$ cat src/deque_with_search_macros.svh
// assertion macros used by the deque datapath dqs_dp
// no dependencies; include with the bare file name
`ifndef DEQUE_WITH_SEARCH_MACROS_SVH
`define DEQUE_WITH_SEARCH_MACROS_SVH

// same-cycle implication, disabled in reset
`define DQS_ASSERT_NOW(label, clk, rst_n, ante, cons) \
  label: assert property (@(posedge clk) disable iff (!rst_n) (ante) |-> (cons)) \
    else $error("deque assertion failed");

// next-cycle implication, disabled in reset
`define DQS_ASSERT_NEXT(label, clk, rst_n, ante, cons) \
  label: assert property (@(posedge clk) disable iff (!rst_n) (ante) |=> (cons)) \
    else $error("deque assertion failed");

`endif

$ cat src/dqs_pkg.sv
// types and constants of the deque with search
// no dependencies
package dqs_pkg;

  localparam int FUNC_W   = 3;
  localparam int VALUE_W  = 32;
  localparam int STATUS_W = 2;
  localparam int COUNT_W  = 5;

  typedef enum logic [FUNC_W-1:0] {
    OP_PUSH_FRONT = 3'd0,
    OP_PUSH_BACK  = 3'd1,
    OP_POP_FRONT  = 3'd2,
    OP_POP_BACK   = 3'd3,
    OP_SEARCH     = 3'd4
  } op_t;

  typedef enum logic [STATUS_W-1:0] {
    STS_OK    = 2'd0,
    STS_EMPTY = 2'd1,
    STS_FULL  = 2'd2
  } status_t;

  typedef enum logic {
    FSM_IDLE,
    FSM_SCAN
  } fsm_t;

  // controller to datapath
  typedef struct packed {
    logic accept;
    logic scan_start;
    logic scan_step;
    logic scan_done;
  } dqs_cmd_t;

  // datapath to controller
  typedef struct packed {
    logic out_free;
    logic search_wait;
    logic hit;
    logic last;
  } dqs_sts_t;

endpackage

$ cat src/dqs_in_if.sv
// input channel of the deque: operation beat
// depends on dqs_pkg
interface dqs_in_if;
  import dqs_pkg::*;

  logic               valid;
  logic               ready;
  logic [FUNC_W-1:0]  func;
  logic [VALUE_W-1:0] value;

  modport source (output valid, output func, output value, input ready);
  modport sink   (input valid, input func, input value, output ready);
endinterface

$ cat src/dqs_out_if.sv
// result channel of the deque: status beat
// depends on dqs_pkg
interface dqs_out_if;
  import dqs_pkg::*;

  logic                valid;
  logic                ready;
  logic [STATUS_W-1:0] status;
  logic                found;
  logic [COUNT_W-1:0]  count;

  modport source (output valid, output status, output found, output count, input ready);
  modport sink   (input valid, input status, input found, input count, output ready);
endinterface

$ cat src/deque_with_search.sv
// Bounded double-ended queue of signed 32-bit values with a linear search. Push front, push
// back, pop front and pop back can follow one another every cycle while results are taken.
// A search reads the held entries from front to back through the registered read port of
// the entry ram, one entry a cycle, and ends early on a match; no item is accepted meanwhile.
// Each operation returns one result beat with status, found flag and entry count. The ram
// needs no clearing pass after reset: only held entries are ever read.
//
// top level; depends on dqs_pkg, dqs_in_if, dqs_out_if, dqs_ctrl, dqs_dp
module deque_with_search #(
  parameter int DEPTH = 16
) (
  input  logic        clk,
  input  logic        rst_n,
  dqs_in_if.sink      in_bus,
  dqs_out_if.source   out_bus
);
  import dqs_pkg::*;

  dqs_cmd_t cmd;
  dqs_sts_t sts;

  dqs_ctrl u_ctrl (
    .clk      (clk),
    .rst_n    (rst_n),
    .in_valid (in_bus.valid),
    .in_ready (in_bus.ready),
    .sts      (sts),
    .cmd      (cmd)
  );

  dqs_dp #(
    .DEPTH (DEPTH)
  ) u_dp (
    .clk        (clk),
    .rst_n      (rst_n),
    .cmd        (cmd),
    .sts        (sts),
    .in_func    (in_bus.func),
    .in_value   (in_bus.value),
    .out_ready  (out_bus.ready),
    .out_valid  (out_bus.valid),
    .out_status (out_bus.status),
    .out_found  (out_bus.found),
    .out_count  (out_bus.count)
  );

endmodule

$ cat src/dqs_ram.sv
// generic simple dual-port ram, one write and one registered read
// no dependencies
module dqs_ram #(
  parameter int WIDTH = 32,
  parameter int DEPTH = 16
) (
  input  logic                     clk,
  input  logic                     we,
  input  logic [$clog2(DEPTH)-1:0] waddr,
  input  logic [WIDTH-1:0]         wdata,
  input  logic [$clog2(DEPTH)-1:0] raddr,
  output logic [WIDTH-1:0]         rdata
);

  logic [WIDTH-1:0] mem [DEPTH];

  always_ff @(posedge clk) begin
    if (we) begin
      mem[waddr] <= wdata;
    end
    rdata <= mem[raddr];
  end

endmodule

$ cat src/dqs_ctrl.sv
// controller of the deque: idle / scan state machine
// depends on dqs_pkg
module dqs_ctrl (
  input  logic              clk,
  input  logic              rst_n,
  input  logic              in_valid,
  output logic              in_ready,
  input  dqs_pkg::dqs_sts_t sts,
  output dqs_pkg::dqs_cmd_t cmd
);
  import dqs_pkg::*;

  fsm_t state_r, state_nxt;

  always_ff @(posedge clk) begin
    if (!rst_n) begin
      state_r <= FSM_IDLE;
    end else begin
      state_r <= state_nxt;
    end
  end

  always_comb begin
    state_nxt = state_r;
    cmd       = '0;
    in_ready  = 1'b0;
    case (state_r)
      FSM_IDLE: begin
        in_ready = sts.out_free;
        if (in_valid && sts.out_free) begin
          cmd.accept = 1'b1;
          if (sts.search_wait) begin
            cmd.scan_start = 1'b1;
            state_nxt      = FSM_SCAN;
          end
        end
      end
      FSM_SCAN: begin
        if (sts.hit || sts.last) begin
          cmd.scan_done = 1'b1;
          state_nxt     = FSM_IDLE;
        end else begin
          cmd.scan_step = 1'b1;
        end
      end
      default: state_nxt = FSM_IDLE;
    endcase
  end

endmodule

$ cat src/dqs_dp.sv
// datapath of the deque: ring pointers, entry ram, scan pointer, result register
// depends on dqs_pkg, dqs_ram and deque_with_search_macros.svh
`include "deque_with_search_macros.svh"

module dqs_dp #(
  parameter int DEPTH = 16
) (
  input  logic                           clk,
  input  logic                           rst_n,
  input  dqs_pkg::dqs_cmd_t              cmd,
  output dqs_pkg::dqs_sts_t              sts,
  input  logic [dqs_pkg::FUNC_W-1:0]     in_func,
  input  logic [dqs_pkg::VALUE_W-1:0]    in_value,
  input  logic                           out_ready,
  output logic                           out_valid,
  output logic [dqs_pkg::STATUS_W-1:0]   out_status,
  output logic                           out_found,
  output logic [dqs_pkg::COUNT_W-1:0]    out_count
);
  import dqs_pkg::*;

  localparam int AW    = $clog2(DEPTH);
  localparam int CNT_W = $clog2(DEPTH + 1);

  logic [AW-1:0]    front_r, front_nxt;
  logic [CNT_W-1:0] count_r, count_nxt;
  logic [VALUE_W-1:0] key_r, key_nxt;
  logic [AW-1:0]    ptr_r, ptr_nxt;
  logic [CNT_W-1:0] left_r, left_nxt;
  logic             last_r, last_nxt;
  logic             out_valid_r, out_valid_nxt;
  logic [STATUS_W-1:0] res_status_r, res_status_nxt;
  logic             res_found_r, res_found_nxt;
  logic [COUNT_W-1:0]  res_count_r, res_count_nxt;

  logic             we;
  logic [AW-1:0]    waddr;
  logic [AW-1:0]    raddr;
  logic [VALUE_W-1:0] rdata;

  logic             full;
  logic             empty;
  logic             out_free;
  logic             load;
  logic [AW-1:0]    front_inc;
  logic [AW-1:0]    front_dec;
  logic [AW-1:0]    ptr_inc;
  logic [AW:0]      back_sum;
  logic [AW-1:0]    back_pos;
  logic [CNT_W+COUNT_W-1:0] cnt_ext;

  assign full      = (count_r == CNT_W'(DEPTH));
  assign empty     = (count_r == '0);
  assign out_free  = !out_valid_r || out_ready;
  assign front_inc = (front_r == AW'(DEPTH - 1)) ? '0 : front_r + 1'b1;
  assign front_dec = (front_r == '0) ? AW'(DEPTH - 1) : front_r - 1'b1;
  assign ptr_inc   = (ptr_r == AW'(DEPTH - 1)) ? '0 : ptr_r + 1'b1;
  // front plus count, wrapped once around the ring
  assign back_sum  = {1'b0, front_r} + (AW + 1)'(count_r);
  assign back_pos  = (back_sum >= (AW + 1)'(DEPTH)) ?
                     AW'(back_sum - (AW + 1)'(DEPTH)) : back_sum[AW-1:0];
  assign raddr     = cmd.scan_start ? front_r : ptr_r;

  assign sts.out_free    = out_free;
  assign sts.search_wait = (in_func == OP_SEARCH) && !empty;
  assign sts.hit         = (rdata == key_r);
  assign sts.last        = last_r;

  always_comb begin
    front_nxt      = front_r;
    count_nxt      = count_r;
    key_nxt        = key_r;
    ptr_nxt        = ptr_r;
    left_nxt       = left_r;
    last_nxt       = last_r;
    res_status_nxt = res_status_r;
    res_found_nxt  = res_found_r;
    we             = 1'b0;
    waddr          = back_pos;
    load           = 1'b0;

    if (cmd.scan_start) begin
      // first read goes out now, the rest follow one a cycle
      key_nxt  = in_value;
      ptr_nxt  = front_inc;
      left_nxt = count_r - 1'b1;
      last_nxt = (count_r == CNT_W'(1));
    end else if (cmd.accept) begin
      load           = 1'b1;
      res_status_nxt = STS_OK;
      res_found_nxt  = 1'b0;
      case (in_func)
        OP_PUSH_FRONT: begin
          if (full) begin
            res_status_nxt = STS_FULL;
          end else begin
            we        = 1'b1;
            waddr     = front_dec;
            front_nxt = front_dec;
            count_nxt = count_r + 1'b1;
          end
        end
        OP_PUSH_BACK: begin
          if (full) begin
            res_status_nxt = STS_FULL;
          end else begin
            we        = 1'b1;
            waddr     = back_pos;
            count_nxt = count_r + 1'b1;
          end
        end
        OP_POP_FRONT: begin
          if (empty) begin
            res_status_nxt = STS_EMPTY;
          end else begin
            front_nxt = front_inc;
            count_nxt = count_r - 1'b1;
          end
        end
        OP_POP_BACK: begin
          if (empty) begin
            res_status_nxt = STS_EMPTY;
          end else begin
            count_nxt = count_r - 1'b1;
          end
        end
        default: ;
      endcase
    end

    if (cmd.scan_step && (left_r != '0)) begin
      ptr_nxt  = ptr_inc;
      left_nxt = left_r - 1'b1;
      last_nxt = (left_r == CNT_W'(1));
    end

    if (cmd.scan_done) begin
      load           = 1'b1;
      res_status_nxt = STS_OK;
      res_found_nxt  = sts.hit;
    end
  end

  assign cnt_ext       = (CNT_W + COUNT_W)'(count_nxt);
  assign res_count_nxt = load ? cnt_ext[COUNT_W-1:0] : res_count_r;
  assign out_valid_nxt = load ? 1'b1 : (out_ready ? 1'b0 : out_valid_r);

  always_ff @(posedge clk) begin
    if (!rst_n) begin
      front_r     <= '0;
      count_r     <= '0;
      left_r      <= '0;
      last_r      <= 1'b0;
      out_valid_r <= 1'b0;
    end else begin
      front_r     <= front_nxt;
      count_r     <= count_nxt;
      left_r      <= left_nxt;
      last_r      <= last_nxt;
      out_valid_r <= out_valid_nxt;
    end
  end

  always_ff @(posedge clk) begin
    key_r        <= key_nxt;
    ptr_r        <= ptr_nxt;
    res_status_r <= res_status_nxt;
    res_found_r  <= res_found_nxt;
    res_count_r  <= res_count_nxt;
  end

  dqs_ram #(
    .WIDTH (VALUE_W),
    .DEPTH (DEPTH)
  ) u_ram (
    .clk   (clk),
    .we    (we),
    .waddr (waddr),
    .wdata (in_value),
    .raddr (raddr),
    .rdata (rdata)
  );

  assign out_valid  = out_valid_r;
  assign out_status = res_status_r;
  assign out_found  = res_found_r;
  assign out_count  = res_count_r;

  `DQS_ASSERT_NOW(a_count_bound, clk, rst_n, 1'b1, count_r <= CNT_W'(DEPTH))
  `DQS_ASSERT_NOW(a_load_free, clk, rst_n, load, !out_valid_r || out_ready)
  `DQS_ASSERT_NEXT(a_done_result, clk, rst_n, cmd.scan_done, out_valid_r)
  `DQS_ASSERT_NEXT(a_count_hold, clk, rst_n, !cmd.accept, $stable(count_r))

endmodule
$ cat src/flat_wrapper.sv
// flat-port wrapper written by rule: the top's interface ports become plain ports
module deque_with_search_flat import dqs_pkg::*;
#(
  parameter int DEPTH = 16
)
  (clk, rst_n, in_bus_valid, in_bus_func, in_bus_value, in_bus_ready, out_bus_valid, out_bus_status, out_bus_found, out_bus_count, out_bus_ready);
  dqs_in_if in_bus_i ();
  dqs_out_if out_bus_i ();
  input  logic clk;
  input  logic rst_n;
  input wire logic [$bits(in_bus_i.valid)-1:0] in_bus_valid;
  input wire logic [$bits(in_bus_i.func)-1:0] in_bus_func;
  input wire logic [$bits(in_bus_i.value)-1:0] in_bus_value;
  output wire logic [$bits(in_bus_i.ready)-1:0] in_bus_ready;
  output wire logic [$bits(out_bus_i.valid)-1:0] out_bus_valid;
  output wire logic [$bits(out_bus_i.status)-1:0] out_bus_status;
  output wire logic [$bits(out_bus_i.found)-1:0] out_bus_found;
  output wire logic [$bits(out_bus_i.count)-1:0] out_bus_count;
  input wire logic [$bits(out_bus_i.ready)-1:0] out_bus_ready;
  assign in_bus_i.valid = in_bus_valid;
  assign in_bus_i.func = in_bus_func;
  assign in_bus_i.value = in_bus_value;
  assign in_bus_ready = in_bus_i.ready;
  assign out_bus_valid = out_bus_i.valid;
  assign out_bus_status = out_bus_i.status;
  assign out_bus_found = out_bus_i.found;
  assign out_bus_count = out_bus_i.count;
  assign out_bus_i.ready = out_bus_ready;
  deque_with_search #(.DEPTH(DEPTH)) u_core (.clk(clk), .rst_n(rst_n), .in_bus(in_bus_i), .out_bus(out_bus_i));
endmodule
$ cat config.mk
export PLATFORM = sky130hd
export DESIGN_NAME = deque_with_search_flat
export DESIGN_NICKNAME = d
export VERILOG_FILES = /design/src/dqs_pkg.sv /design/src/dqs_in_if.sv /design/src/dqs_out_if.sv /design/src/deque_with_search.sv /design/src/dqs_ram.sv /design/src/dqs_ctrl.sv /design/src/dqs_dp.sv /design/src/flat_wrapper.sv
export VERILOG_INCLUDE_DIRS = /design/src /design/src/src
export SDC_FILE = /design/constraint.sdc
export NUM_CORES = 1
export LEC_CHECK = 0
export ABC_AREA = 1
export BUFFER_PORTS_ARGS = -buffer_cell sky130_fd_sc_hd__buf_2
export CELL_PAD_IN_SITES_DETAIL_PLACEMENT = 1
export CELL_PAD_IN_SITES_GLOBAL_PLACEMENT = 1
export CORE_UTILIZATION = 50
export CTS_CLUSTER_DIAMETER = 100
export DETAILED_ROUTE_END_ITERATION = 8
export GPL_ROUTABILITY_DRIVEN = 0
export PLACE_DENSITY = 0.88
export SLEW_MARGIN = 0
export SYNTH_ARGS = -nofsm -noshare
export SYNTH_HDL_FRONTEND = slang
export SYNTH_SLANG_ARGS = --single-unit
$ cat constraint.sdc
create_clock -name clk -period 8 [get_ports clk]
set_input_delay 1.6 -clock clk [delete_from_list [all_inputs] [get_ports clk]]
set_output_delay 1.6 -clock clk [all_outputs]
set_load 0.02 [all_outputs]
Word level (Yosys, flattened, before mapping)
Memory sizes are Yosys's and may differ from the RTL's. A register that Yosys moved wholly into a read port is not among the register bits.
Cells that the tools add are included.
Widths: inputs -> output; s select.
{"block": "word_totals", "reg_bits": 61, "ram_bits": 512, "out_inout_bits": 10, "mem_count": 1}
{"block": "classes", "n_addsub": 8, "n_lt_le_gt_ge": 1, "eq_ne": 13, "n_mux": 49, "bitwise": 2, "n_reduce_logical": 20}
{"memory": "u_core.u_dp.u_ram.mem", "depth": 16, "width": 32, "read_ports": 1, "rd_clocked_by_memory_dff": 1, "write_ports": 1, "line_no": "dqs_ram.sv:15", "text": "logic [WIDTH-1:0] mem [DEPTH];"}
{"operator": "$mux 4", "n": 13}
{"operator": "$eq 32x32->1", "n": 1}
{"operator": "$mux 5", "n": 6}
{"operator": "$mux 1", "n": 22}
{"operator": "$eq 5x1->1 const B", "n": 2}
{"operator": "$pmux 5 s2", "n": 1}
{"operator": "$sub 5x1->5 const B", "n": 2}
{"operator": "$add 4x1->4 const B", "n": 2}
{"operator": "$eq 4x4->1 const B", "n": 2}
{"operator": "$mux 2", "n": 4}
{"operator": "$pmux 4 s2", "n": 1}
{"operator": "$reduce_bool 2->1", "n": 4}
{"operator": "$sub 4x1->4 const B", "n": 2}
{"operator": "$eq 3x2->1 const B", "n": 2}
{"operator": "$add 4x5->5", "n": 1}
{"operator": "$add 5x1->5 const B", "n": 1}
{"operator": "$eq 5x5->1 const B", "n": 1}
{"operator": "$ge 5x5->1 const B", "n": 1}
{"operator": "$logic_not 5->1", "n": 1}
{"operator": "$reduce_and 5->1", "n": 1}
{"operator": "$reduce_bool 5->1", "n": 1}
{"operator": "$logic_not 4->1", "n": 1}
{"operator": "$ne 2x2->1 const B", "n": 2}
{"operator": "$pmux 2 s2", "n": 1}
{"operator": "other kinds (11)", "n": 18}

Longest topological paths before layout
Gate-level depths: netlist (run 1).
{"block": "depth", "depth_word": 10, "ltp_mapped": 16, "ltp_nobuf": 14}

By module
A second synthesis (run 1) with hierarchy kept.
{"block": "unflattened", "hier_cells": 2562, "area_unflattened_um2": 26291.5}
{"module": "dqs_ram", "n_inst": 1, "cells_per_inst": 2120, "area_each_um2": 22730.6, "seq_area_each_um2": 16015.4}
{"module": "dqs_dp", "n_inst": 1, "cells_per_inst": 427, "area_each_um2": 3472.1, "seq_area_each_um2": 1621.6}
{"module": "dqs_ctrl", "n_inst": 1, "cells_per_inst": 15, "area_each_um2": 88.8, "seq_area_each_um2": 20.0}

Worst setup path before layout (run 1)
OpenSTA, ideal clock, no wires.
{"block": "synth_timing", "path_type": "input -> register", "from": "input port out_bus_ready", "to": "memory u_core.u_dp.u_ram.mem[10][0] (enable)", "setup_ns": 0.421, "arrival_ns": 4.477, "path_slack_ns": 3.102, "cell_stages": 7, "path_buffers": 0, "cell_sequence": "inv_1 a21oi_1 nand2_2 nor2_1 mux2i_1 nand3_1 nor2_1"}
{"block": "synth_via", "elab_chain_len": 8, "elab_cells_between_ends": 10, "classes_between": "mux (8); reduce/logical (2)"}
{"element": "start, declared", "line_no": "flat_wrapper.sv:19", "text": "input wire logic [$bits(out_bus_i.ready)-1:0] out_bus_ready;"}
{"element": "$logic_or 1x1->1 (*)", "line_no": "dqs_dp.sv:54", "text": "assign out_free = !out_valid_r || out_ready;"}
{"element": "$logic_and 1x1->1 (*)", "line_no": "dqs_ctrl.sv:30", "text": "if (in_valid && sts.out_free) begin"}
{"element": "$mux 2 (*)", "line_no": "dqs_ctrl.sv:30"}
{"element": "$mux 2 (*)", "line_no": "dqs_ctrl.sv:27", "text": "case (state_r)"}
{"element": "$mux 1", "line_no": "dqs_dp.sv:88", "text": "end else if (cmd.accept) begin"}
{"element": "$mux 1", "line_no": "dqs_dp.sv:82", "text": "if (cmd.scan_start) begin"}
{"element": "$mux 1", "line_no": "dqs_ram.sv:18", "text": "if (we) begin"}
{"element": "$mux 1 (implied by the code)", "line_no": "dqs_ram.sv:19", "text": "mem[waddr] <= wdata;"}
{"element": "end, declared", "line_no": "dqs_ram.sv:15"}
Every way passes the cells marked *; elsewhere a longest branch is shown, timed or not.

Worst setup path in the final report (run 1)
{"block": "layout_timing", "from": "input port in_bus_func[1]", "to": "register u_core.u_dp.u_ram.rdata[27], read port of u_core.u_dp.u_ram.mem"}
{"block": "layout_via", "elab_chain_len": 6}
{"element": "start, declared", "line_no": "flat_wrapper.sv:12", "text": "input wire logic [$bits(in_bus_i.func)-1:0] in_bus_func;"}
{"element": "$eq 3x3->1", "line_no": "dqs_dp.sv:65", "text": "assign sts.search_wait = (in_func == OP_SEARCH) && !empty;"}
{"element": "$logic_and 1x1->1", "line_no": "dqs_dp.sv:65"}
{"element": "$mux 1", "line_no": "dqs_ctrl.sv:32", "text": "if (sts.search_wait) begin"}
{"element": "$mux 2", "line_no": "dqs_ctrl.sv:30"}
{"element": "$mux 2", "line_no": "dqs_ctrl.sv:27"}
{"element": "$mux 4", "line_no": "dqs_dp.sv:62", "text": "assign raddr = cmd.scan_start ? front_r : ptr_r;"}
{"element": "end, declared", "line_no": "dqs_ram.sv:12", "text": "output logic [WIDTH-1:0] rdata"}
Every way passes these cells.
A chain may end at the register's enable or synchronous reset.

==> impl_metrics.csv, run 1 <==
group,metric,value,unit
setup_path,end_kind,"flop",
power_and_ir_drop,peakVddDrop,0.174,mV
setup_path,reg2reg_to,"u_core.u_dp.u_ram.rdata[27]",
power_and_ir_drop,p_int,0.00514,W
floorplanning,core,49000,um^2
synthesis,yosys_most_used_dff,"edfxtp_1",
global_routing,first_global_vias,17400,
run,drv_cap,0,
min_path,hold_depth,2,
clock_tree,cts_max_path_buffers,3,
placed_design,port-buffer-count,48,
clock_tree,cts_resized,0,
sta,timing.fmax,0.191,GHz
routing,final_antenna_net_count,0,
setup_path,worstSetupStartpointType,"input pin",
sta,layout_min_cycle_time,5.22,ns
clock_tree,cts_tree,"built",
sta,tightest_slew,1.22,ns
synthesis,syn_avg_cell_area,12.6,um^2
routing,vias_per_cell,5.97,
placed_design,placed_area,25600,um^2
min_path,hold_end,"u_core.u_dp.out_status[1]",
sta,hold_viol,0,
global_routing,overflow,0,
setup_path,reg2reg_slack,3.16,ns
synthesis,synth_edf_count,554,
routing,wl_per_cell,25.7,um
power_and_ir_drop,leakagePower,9.73,nW
floorplanning,fp.dieH,225,um
floorplanning,rows,81,
min_path,min_path_type,"flop to flop",
synthesis,synth_cells,1975,
placed_design,dpl.hpwl,37600,um
outcome,status,"completed",
setup_path,rr_worst_depth,14,
floorplanning,dieArea,50500,um^2
sta,period_share,65.3,%
final_layout,utilization,56.2,%
global_routing,grt_pass1_wl,104000,um
synthesis,seq_area_frac_synth,71.2,%
setup_path,slowest_stage,"inv_4",
placed_design,dp_slack,2.21,ns
routing,drt_iter0_drc,1549,
routing,drc,0,
clock_tree,post_cts_buffers,0,
setup_path,cp.required,8.56,ns
power_and_ir_drop,power.share.sequential,53.3,%
setup_path,path_max_fanout,87,
synthesis,synthesis.area,24800,um^2
power_and_ir_drop,power.density,239,nW/um^2
global_routing,track_usage,27.8,%
power_and_ir_drop,power_frac_comb,4.6,%
setup_path,path_cells,"buf_2, inv_1, nand2_1, nor2_2, nand2_2, nor2_8, o21ai_4, inv_4, buf_4, o21ai_0, inv_1, o21ai_0, nand3_1, nand3_1, nand2_1",
synthesis,ys_seq_elements,605,
final_layout,syn_to_final_growth,11.0,%
floorplanning,die_w,225,um
clock_tree,cts.sinks,605,
power_and_ir_drop,p_sw_share,21.8,%
sta,setup_tns,0,ns
setup_path,slowest_delay,1.01,ns
setup_path,crit_type,"input pin to flop",
clock_tree,cts_hold_buf,0,
setup_path,crit_arrival,5.78,ns
synthesis,synth_warnings,0,
global_routing,antenna_found_initial,2,
sta,relSlewSlack,18.6,%
synthesis,synth_cell_types,38,
sta,rsz0062_at_grt,"no",
routing,route.vias.total,16200,
synthesis,ys_async_sr_fraction,0,%
power_and_ir_drop,switching_power,0.00143,W
floorplanning,initial_utilization,50.7,%
final_layout,postLayoutCellArea,27500,um^2
clock_tree,htreeDepth,2,
sta,setup_violations,0,
floorplanning,ios,49,
min_path,hp-start,"u_core.u_dp.out_status[1]",
clock_tree,clk_latency,0.63,ns
sta,drv_slew,0,
global_routing,grt_max_degree,141,
routing,drt-total-wl,69900,um
clock_tree,clk_pin_slew,0.06,ns
clock_tree,root_buffer,"clkbuf_16",
final_layout,num-fill-cells,4818,
clock_tree,cts_buffers,60,
final_layout,nets,2054,
power_and_ir_drop,clockPowerShare,42.1,%
sta,finClkSkew,0.0206,ns
final_layout,drive_gt1_share,10.6,%
setup_path,timing.rr.start,"u_core.u_dp.count_r[0]",
synthesis,syn_nets,2027,
routing,firstDrtPassIters,5,
sta,setup_slack,2.78,ns
[sequential cells by signal, summed over array words and instances (netlist names)]
name / cells
u_core.u_dp.last_r: 1
u_core.u_ctrl.state_r: 1
u_core.u_dp.out_found: 1
u_core.u_dp.out_valid: 1
u_core.u_dp.out_status: 2
u_core.u_dp.u_ram.mem: 512
u_core.u_dp.key_r: 32
u_core.u_dp.front_r: 4
u_core.u_dp.left_r: 5
u_core.u_dp.ptr_r: 4
u_core.u_dp.u_ram.rdata: 32
u_core.u_dp.out_count: 5
u_core.u_dp.count_r: 5
[metrics by stage]
stage               cells  hold WS (ns)  power [W]
finish               2719         0.491    0.00657
global route         2718         0.511    0.00672
CTS                  2716         0.495    0.00659
detailed placement   2604         0.480    0.00387
global placement     2604         0.436    0.00384
floorplan            1975         0.477    0.00374
[logic make-up (layout without fill, tap and decap cells)]
logic type               count (synthesis)  after routing  synth area share (%)
AND/OR/NAND/NOR                        529            529                  8.97
flip-flops                             605            605                  71.2
adder cells (fa/ha/maj)                 13             13                 0.686
multiplexers                             1              1                0.0404
AO/OA/AOI/OAI                          458            458                  11.9
XOR/XNOR                                36             36                  1.27
other                                    0              3                     0
buffers and inverters                  333            410                  5.92
[critical path: cells and delay by family]
| kind | cells | cell delay (ns) |
|---|---|---|
| buffers and inverters | 5 | 1.94 |
| and+or+nand+nor | 7 | 1.44 |
| AOI/OAI and AO/OA | 3 | 0.71 |
[power groups by stage]
stage	clock network [W]	registers [W]	logic (W)
after CTS	0.00279	0.00351	0.000298
after floorplan	0	0.00357	0.000171
final	0.00277	0.00351	0.000301
after detailed placement	0	0.00357	0.000293
after global routing	0.00289	0.00351	0.000326
after global placement	0	0.00357	0.000269
[Yosys cell counts, types with 5 or more instances]
| cell | count | share of area [%] |
|---|---|---|
| a211oi_1 | 5 | 0.15 |
| a21oi_1 | 22 | 0.44 |
| buf_2 | 58 | 1.2 |
| buf_4 | 26 | 0.79 |
| buf_6 | 6 | 0.27 |
| clkbuf_1 | 17 | 0.26 |
| dfxtp_1 | 51 | 4.1 |
| edfxtp_1 | 554 | 67 |
| ha_1 | 12 | 0.61 |
| inv_1 | 219 | 3.3 |
| nand2_1 | 247 | 3.7 |
| nand3_1 | 117 | 2.4 |
| nor2_1 | 140 | 2.1 |
| o211ai_1 | 183 | 5.5 |
| o211ai_2 | 20 | 1.0 |
| o21ai_0 | 185 | 3.7 |
| o21ai_1 | 34 | 0.69 |
| or2_0 | 6 | 0.15 |
| xnor2_1 | 28 | 0.99 |
| xor2_1 | 8 | 0.28 |
[layout make-up]
type,instances,area (um^2),share of cell area [%]
Antenna cell,3,7.51,0.0273
Clock buffer,92,1730,6.29
Clock inverter,20,174,0.632
Inverter,223,840,3.05
Multi-Input combinational cell,1037,5830,21.2
Sequential cell,605,17700,64.1
Tap cell,664,831,3.02
Timing Repair Buffer,75,455,1.65
[how the worst max path moves through the flow]
| stage | endpoint | cells past startpoint | slack, ns | start |
|---|---|---|---|---|
| global placement | u_core.u_dp.u_ram.rdata[31] | 15 | 2.43 | in_bus_func[1] |
| detailed placement | u_core.u_dp.u_ram.rdata[27] | 15 | 2.21 | in_bus_func[1] |
| global route | u_core.u_dp.u_ram.rdata[27] | 15 | 2.55 | in_bus_func[1] |
| floorplan | u_core.u_dp.u_ram.mem[10][0] | 7 | 3.10 | out_bus_ready |
| finish | u_core.u_dp.u_ram.rdata[27] | 15 | 2.78 | in_bus_func[1] |
| CTS | u_core.u_dp.u_ram.rdata[27] | 15 | 2.86 | in_bus_func[1] |
[per-layer routing]
metal	track usage, %	share of wire, %	vias to the layer above
met3	4.18	6.1	168
met5	0	0	-
met4	11.8	3.2	0
li1	-	-	7104
met1	34.3	39	8323
met2	48.8	51	651
[cell usage in the layout (no fill, tap or decap), drive strengths merged]
| cell type | n |
|---|---|
| o21a | 1 |
| nand4 | 3 |
| edfxtp | 554 |
| nor3 | 2 |
| nor2 | 145 |
| buf | 75 |
| inv | 225 |
| dfxtp | 51 |
| clkinv | 15 |
| a21oi | 22 |
| diode | 3 |
| o211ai | 203 |
| bufinv | 3 |
| xor2 | 8 |
| a32oi | 1 |
| fa | 1 |
| o41ai | 1 |
| ha | 12 |
| or2 | 9 |
| a211oi | 7 |
| o21ai | 222 |
| nand2 | 251 |
| xnor2 | 28 |
| mux2i | 1 |
| clkbuf | 92 |
| o22ai | 1 |
| nand3 | 119 |
No activity file was read; power rests on OpenSTA's default activity.
==> run 2: changes to the inputs <==
Clock period 8 ns to 5.4 ns, I/O delays scaled along.
==> impl_metrics.csv, run 2 (synthesis results as in run 1) <==
group,metric,value,unit
setup_path,cp_top_family,"simple AND/OR/NAND/NOR gates",
clock_tree,cts.sinks,605,
clock_tree,cts_resized,0,
routing,m1WireLength,26800,um
final_layout,syn_to_final_growth,12.3,%
routing,firstDrtPassIters,5,
clock_tree,clk_pin_slew,0.06,ns
sta,drv_slew,0,
final_layout,layout_commonest_cell,"edfxtp_1",
floorplanning,core,49000,um^2
power_and_ir_drop,clockPowerShare,43.0,%
routing,vias_per_cell,5.95,
clock_tree,htreeDepth,2,
floorplanning,dieArea,50500,um^2
power_and_ir_drop,power_frac_comb,4.6,%
global_routing,grt_max_degree,129,
sta,finClkSkew,0.0170,ns
setup_path,slowest_delay,0.87,ns
setup_path,crit_arrival,4.22,ns
floorplanning,ios,49,
setup_path,reg2reg_slack,1.50,ns
setup_path,rr_worst_depth,9,
floorplanning,initial_utilization,50.7,%
setup_path,path_cells,"inv_1, ha_1, nand3_1, nand3_1, nor2_1, mux2i_1, nand3_1, nor2_4, buf_4",
setup_path,cp.required,5.72,ns
global_routing,overflow,0,
clock_tree,cts_hold_buf,0,
clock_tree,clk_latency,0.63,ns
setup_path,timing.rr.start,"u_core.u_dp.count_r[0]",
outcome,status,"completed",
setup_path,slowest_stage,"nor2_4",
sta,setup_tns,0,ns
routing,drt-total-wl,69300,um
final_layout,layout_common_cells,"554 x edfxtp_1, 246 x nand2_1, 219 x inv_1, 185 x o21ai_0, 183 x o211ai_1",
routing,route.vias.total,16200,
floorplanning,rows,81,
routing,highest_layer,"met4",
setup_path,end_kind,"flop",
setup_path,critPathMostFrequentCell,"nand3_1",
global_routing,track_usage,27.9,%
min_path,hold_depth,2,
global_routing,first_global_vias,17700,
setup_path,crit_buf_inv,2,
sta,timing.fmax,0.256,GHz
routing,drt_iter0_drc,1682,
sta,layout_min_cycle_time,3.90,ns
placed_design,dp.cells,2612,
routing,wl_per_cell,25.4,um
power_and_ir_drop,leakagePower,9.86,nW
clock_tree,cts_buffers,59,
routing,final_antenna_net_count,0,
sta,period_share,72.2,%
final_layout,num-fill-cells,4825,
power_and_ir_drop,p_int,0.00776,W
power_and_ir_drop,peakVddDrop,0.262,mV
power_and_ir_drop,power.density,356,nW/um^2
global_routing,grt_pass1_wl,105000,um
sta,rsz0062_at_grt,"no",
clock_tree,cts_tree,"built",
routing,drc,0,
floorplanning,die_w,225,um
final_layout,instances_no_fill,2726,
power_and_ir_drop,p_sw_share,21.7,%
global_routing,antenna_found_initial,2,
clock_tree,cts_max_path_buffers,3,
final_layout,largest_reg_flops,512,
setup_path,crit_type,"flop to flop",
setup_path,worstSetupEndpoint,"u_core.u_dp.u_ram.mem[15][16]",
sta,hold_viol,0,
run,drv_cap,0,
sta,setup_violations,0,
final_layout,largestRegisters,"u_core.u_dp.u_ram.mem (512), u_core.u_dp.key_r (32), u_core.u_dp.u_ram.rdata (32)",
placed_design,dpl.hpwl,39600,um
floorplanning,fp.dieH,225,um
setup_path,cp.depth,9,
setup_path,worstSetupStartpointType,"flop",
clock_tree,post_cts_buffers,0,
setup_path,path_max_fanout,20,
clock_tree,root_buffer,"clkbuf_16",
placed_design,port-buffer-count,48,
sta,tightest_slew,1.06,ns
routing,wl_met2,35400,um
final_layout,regMostFlops,"u_core.u_dp.u_ram.mem",
setup_path,crit_start,"u_core.u_dp.count_r[0]",
power_and_ir_drop,switching_power,0.00215,W
min_path,min_path_type,"flop to flop",
sta,relSlewSlack,28.9,%
routing,dr_wl_met3,4530,um
final_layout,nets,2061,
power_and_ir_drop,power.share.sequential,52.4,%
final_layout,drive_gt1_share,11.5,%
setup_path,reg2reg_to,"u_core.u_dp.u_ram.mem[15][16]",
[run 2: worst min-delay path by stage]
| stage | to | slack, ns | startpoint |
|---|---|---|---|
| after detailed placement | u_core.u_dp.out_status[1] | 0.46 | u_core.u_dp.out_status[1] |
| after floorplan | u_core.u_dp.left_r[4] | 0.48 | u_core.u_dp.left_r[4] |
| after global routing | u_core.u_dp.out_status[1] | 0.50 | u_core.u_dp.out_status[1] |
| final | u_core.u_dp.out_status[1] | 0.47 | u_core.u_dp.out_status[1] |
| after global placement | u_core.u_dp.out_status[1] | 0.44 | u_core.u_dp.out_status[1] |
| after CTS | u_core.u_dp.out_status[1] | 0.48 | u_core.u_dp.out_status[1] |
[run 2: power groups by stage]
stage	Combinational, W	Sequential (W)	Clock (W)
2_1_floorplan	0.000253	0.00529	0
3_3_place_gp	0.000412	0.00529	0
3_5_place_dp	0.000447	0.00529	0
4_1_cts	0.000454	0.00519	0.00429
5_1_grt	0.000495	0.00520	0.00443
6_report	0.000456	0.00519	0.00425
[run 2: worst reg2reg max path, delay by kind of cell (launching register included)]
kind / cells / cell delay (ns)
AND/OR/NAND/NOR: 5 / 1.97
multiplexers: 1 / 0.41
adder cells (fa/ha/maj): 1 / 0.26
buffers and inverters: 2 / 0.50
flip-flops: 1 / 0.44
[run 2: cell type report]
type	count	area [um^2]	area share [%]
Timing Repair Buffer	83	678	2.44
Inverter	223	840	3.02
Antenna cell	2	5.00	0.0180
Clock inverter	37	400	1.44
Sequential cell	605	17700	63.4
Multi-Input combinational cell	1037	5830	21.0
Tap cell	664	831	2.98
Clock buffer	75	1600	5.73
[run 2: per-layer routing]
layer | vias up | global-route usage [%]
li1 | 7143 | -
met1 | 8259 | 34.5
met2 | 664 | 48.2
met3 | 159 | 4.92
met4 | 0 | 11.6
met5 | - | 0
[run 2: through the flow]
| step | setup WS [ns] | total power [W] | cell area (um^2) | util [%] | hold slack (ns) |
|---|---|---|---|---|---|
| floorplan | 1.02 | 0.00554 | 24800 | - | 0.477 |
| CTS | 1.50 | 0.00994 | 27800 | 56.9 | 0.479 |
| global route | 1.27 | 0.0101 | 27800 | 56.9 | 0.502 |
| detailed placement | 1.11 | 0.00574 | 25800 | 52.8 | 0.465 |
| finish | 1.50 | 0.00990 | 27800 | 56.9 | 0.470 |
| global placement | 1.34 | 0.00570 | 25800 | 52.8 | 0.436 |
